File: config.mk
export PLATFORM = sky130hd
export DESIGN_NAME = lqrm_front
export DESIGN_NICKNAME = d
export VERILOG_FILES = /design/src/hdl/assert_macros.svh /design/src/hdl/lqrm_pkg.sv /design/src/hdl/lqrm_front.sv
export SDC_FILE = /design/constraint.sdc
export NUM_CORES = 1
export LEC_CHECK = 0
export ABC_AREA = 1
export BUFFER_PORTS_ARGS = -buffer_cell sky130_fd_sc_hd__buf_2
export CORE_MARGIN = 4
export CORE_UTILIZATION = 50
export DETAILED_ROUTE_END_ITERATION = 16
export PLACE_DENSITY_LB_ADDON = 0.3
export SETUP_SLACK_MARGIN = 0.1
export SLEW_MARGIN = 40
export SYNTH_ARGS = -nofsm -noshare
export SYNTH_HDL_FRONTEND = slang
export SYNTH_SLANG_ARGS = --single-unit
File: constraint.sdc
create_clock -name clk_i -period 3.6 [get_ports clk_i]
set_input_delay 0.36 -clock clk_i [delete_from_list [all_inputs] [get_ports clk_i]]
set_output_delay 0.36 -clock clk_i [all_outputs]
set_load 0.005 [all_outputs]
File: src/hdl/assert_macros.svh
// Assertion macros for the RTL files; lqrm_back includes them.
`ifndef ASSERT_MACROS_SVH
`define ASSERT_MACROS_SVH
`ifndef ASSERT_OFF
`define ASSERT_IMPL(lbl, clk, rst_n, prop) \
  lbl: assert property (@(posedge clk) disable iff (!rst_n) prop) else $error("assert failed");
`define ASSERT_NEVER(lbl, clk, rst_n, expr) \
  lbl: assert property (@(posedge clk) disable iff (!rst_n) !(expr)) else $error("never failed");
`else
`define ASSERT_IMPL(lbl, clk, rst_n, prop)
`define ASSERT_NEVER(lbl, clk, rst_n, expr)
`endif
`endif

File: src/hdl/lqrm_pkg.sv
// ----------------------------------------------------------------------------
// lqrm_pkg
// Shared types and constants of the lock queue revoke manager.
// ----------------------------------------------------------------------------
`timescale 1ns / 1ps
package lqrm_pkg;
  localparam int NumClients = 16;
  localparam int NumLocks   = 64;
  localparam int QueueDepth = 16;
  localparam int CliW  = 4;
  localparam int LockW = 6;
  localparam int SlotW = 4;
  localparam int CntW  = 5;
  localparam int QtW   = SlotW + CntW;   // queue table entry: head, count
  localparam int StoreDepth = NumLocks * QueueDepth;
  localparam int StoreAw = LockW + SlotW;

  localparam logic [1:0] MSG_REPLY  = 2'd0;
  localparam logic [1:0] MSG_RETRY  = 2'd1;
  localparam logic [1:0] MSG_REVOKE = 2'd2;
  localparam logic KIND_ACQ = 1'b0;
  localparam logic KIND_REL = 1'b1;

  typedef struct packed {
    logic              kind;
    logic [LockW-1:0]  lock_index;
    logic [CliW-1:0]   client;
    logic [31:0]       request_id;
  } req_t;

  // one output beat
  typedef struct packed {
    logic        last;
    logic [31:0] call_seq;
    logic [5:0]  msg_lock;
    logic [3:0]  target_client;
    logic        reply_status;
    logic [1:0]  msg_kind;
  } msg_t;
endpackage

File: src/hdl/lqrm_front.sv
// ----------------------------------------------------------------------------
// lqrm_front
// Request intake: a two-entry queue that decouples intake from execution.
// ----------------------------------------------------------------------------
`timescale 1ns / 1ps
module lqrm_front (
  input  logic               clk_i,
  input  logic               rst_ni,
  input  logic               in_valid_i,
  output logic               in_ready_o,
  input  lqrm_pkg::req_t     in_req_i,
  output logic               req_valid_o,
  input  logic               req_pop_i,
  output lqrm_pkg::req_t     req_o
);
  lqrm_pkg::req_t buf_q [2];
  logic           wp_q, rp_q;
  logic [1:0]     cnt_q;

  assign in_ready_o  = (cnt_q != 2'd2);
  assign req_valid_o = (cnt_q != 2'd0);
  assign req_o       = buf_q[rp_q];

  always_ff @(posedge clk_i or negedge rst_ni) begin
    if (!rst_ni) begin
      wp_q <= 1'b0; rp_q <= 1'b0; cnt_q <= 2'd0;
    end else begin
      if (in_valid_i && in_ready_o) wp_q <= ~wp_q;
      if (req_pop_i) rp_q <= ~rp_q;
      cnt_q <= cnt_q + {1'b0, in_valid_i && in_ready_o} - {1'b0, req_pop_i};
    end
  end
  always_ff @(posedge clk_i) begin
    if (in_valid_i && in_ready_o) buf_q[wp_q] <= in_req_i;
  end
endmodule

==> results.py <==
metrics = {
    "clock_tree": {
        "cts_max_level": 3,
        "post_cts_buffers": 0,
        "worstSkewPairLatency_ns": 0.34,
        "cts_resized": 0,
        "clkTransAtPathRegs_ns": 0.08,
        "cts_tree": "built",
        "numCtsBuffers": 9,
        "cts_buffer_depth": 2,
        "clock_sinks": 90,
        "cts_root_buf": "clkbuf_8",
    },
    "global_routing": {
        "grt_pass1_vias": 1877,
        "gr-total-overflow": 0,
        "grt_pass1_wl_um": 9090,
        "grt_max_degree": 44,
        "antenna_found_initial": 0,
        "grtUsageTotal_pct": 14.4,
    },
    "route": {
        "drtPass1Iterations": 2,
        "num_vias": 1733,
        "drc_errors": 0,
        "wl_um": 5640,
        "drtIter0Drc": 55,
        "via_per_inst": 4.75,
        "ant_nets": 0,
        "avgRoutedWirePerCell_um": 15.5,
    },
    "critical_path": {
        "startpoint_type": "flip-flop",
        "end_kind": "output port",
        "reg2reg_depth": 5,
        "reg2reg_setup_slack_ns": 1.76,
        "worstPathRequired_ns": 3.24,
        "crit_arrival_ns": 1.93,
        "r2r-end": "buf_q[0][9]",
        "crit_type": "reg -> out",
        "reg2reg_from": "cnt_q[1]",
        "path_max_fanout": 19,
    },
    "floorplanning": {
        "die_h_um": 91.8,
        "start_util_pct": 51.7,
        "io_pins": 92,
        "dieArea_um2": 8430,
        "die_w_um": 91.8,
        "coreArea_um2": 6790,
        "row_count": 30,
    },
    "synth": {
        "syn-cell-area_um2": 3510,
        "synth_cell_types": 14,
        "synth-edff-count": 86,
        "avgSynthCellArea_um2": 21.8,
        "synth_nets": 209,
        "netlist_top_cells_count": "86 x edfxtp_1, 39 x mux2_4, 10 x nand2_1",
        "synthCells": 161,
        "async_flop_share_pct": 4.44,
        "yosysMostFrequentCell": "edfxtp_1",
        "synth_top_area_share_pct": 73.6,
        "synth_warnings": 0,
        "synth.top_cells.by_area": "edfxtp_1 74%, mux2_4 17%, dfrtp_1 2.9%",
        "synth-seq-cells": 90,
        "synth-main-ff-cell": "edfxtp_1",
        "synth_top_area_cell": "edfxtp_1",
        "yosysSeqAreaShare_pct": 76.4,
    },
    "status": {
        "outcome": "complete, no violations",
    },
    "place": {
        "pre_cts_slack_ns": 1.50,
        "io_buffers": 91,
        "place.gp.congestion": 0.680,
        "dp_hpwl_um": 3930,
        "dpl_cell_area_um2": 4040,
    },
    "cells_and_area": {
        "layout.nets": 312,
        "fillCellCount": 506,
        "finalInstanceArea_um2": 4280,
        "drive_gt1_share_pct": 57.6,
        "antennaDiodeCount": 0,
        "syn2layout_area_growth_pct": 21.8,
        "fin_util_pct": 62.9,
    },
    "timing": {
        "worst_pin_slew_ns": 0.583,
        "relSlewSlack_pct": 61.1,
        "setup_viol": 0,
        "finalSetupTns_ns": 0,
        "final.min_clock_period_ns": 2.29,
        "fmax_ghz": 0.436,
        "finalHoldViolCount": 0,
        "clock_skew_ns": 0.00635,
        "setup_ws_ns": 1.31,
        "timing.final.crit_share_pct": 63.7,
        "slew_violations": 0,
        "rsz0062_at_grt": "no",
    },
    "power": {
        "leakage_nw": 1.75,
        "power_density_nw_per_um2": 755,
        "p_total_mw": 3.23,
        "ir_drop_mv": 0.640,
    },
    "min_path": {
        "holdPathEnd": "buf_q[1][26]",
        "hold_start": "in_req_i[26]",
        "worstHoldPathCells": 1,
        "hold_class": "in -> reg",
    },
    "flow_run": {
        "drv_cap": 0,
    },
}
[worst max-delay path: stages (launching register included)]
cell     delay [ns]
dfrtp_2        0.70
buf_4          0.41
mux2_4         0.34
buf_2          0.13
[worst max-delay path by stage]
stage,startpoint,cells past startpoint,slack (ns),end
global route,rp_q,3,1.19,req_o[25]
detailed placement,cnt_q[1],4,1.50,buf_q[0][19]
global placement,cnt_q[1],4,1.59,buf_q[0][19]
floorplan,cnt_q[1],3,0.70,buf_q[1][0]
CTS,rp_q,3,1.26,req_o[14]
finish,rp_q,3,1.31,req_o[14]
[through the flow]
stage / instances / hold slack [ns]
CTS: 364 / 0.182
finish: 365 / 0.202
global placement: 347 / 0.172
global route: 365 / 0.181
floorplan: 161 / 0.0644
detailed placement: 347 / 0.174
[timing repair]
| action | CTS | global route |
|---|---|---|
| endpoints found under the hold margin | 4 | 0 |
| hold buffers | 1 | 0 |
| setup endpoints to repair | 0 | 0 |
[registers in the layout, summed over array words and instances, names as in the netlist]
register and count:
buf_q 86, rp_q 1, cnt_q 2, wp_q 1
[layout make-up]
cell class,count,area [um2],area share (%)
Clock buffer,14,163,3.80
Clock inverter,2,35.0,0.819
Inverter,5,18.8,0.439
Multi-Input combinational cell,61,733,17.1
Sequential cell,90,2680,62.8
Tap cell,96,120,2.81
Timing Repair Buffer,97,523,12.2
[power by group]
part	internal (mW)	total [mW]	leakage [nW]	switching [mW]
Sequential	1.43	1.54	0.845	0.108
Combinational	0.576	1.02	0.806	0.447
Clock	0.359	0.670	0.101	0.311
Total	2.36	3.23	1.75	0.866
[cell families (layout without fill, tap and decap cells)]
kind of cell	Yosys count	in the layout	synth area share, %
adder cells (fa/ha/maj)	1	1	0.356
multiplexers	43	43	18.0
flip-flops	90	90	76.4
AO/OA/AOI/OAI	1	1	0.142
XOR/XNOR	1	1	0.250
AND/OR/NAND/NOR	15	15	1.75
buffers and inverters	10	118	3.14
[cell usage in the layout (no fill, tap or decap), drive strengths merged]
cell type,n
buf,96
xor2,1
nand3b,1
dfrtp,4
nand3,1
edfxtp,86
bufinv,1
mux2,43
nor2,3
clkbuf,14
dlygate4sd3,1
a21oi,1
inv,5
ha,1
clkinv,1
nand2,10
[routing by layer]
metal | vias up | track usage (%) | routed length (um)
met2 | 55 | 24.0 | 2890
met1 | 847 | 16.6 | 2270
met3 | 10 | 4.43 | 358
met5 | - | 0 | 0
li1 | 821 | - | -
met4 | 0 | 7.43 | 126
(Power assumes the default switching activity.)
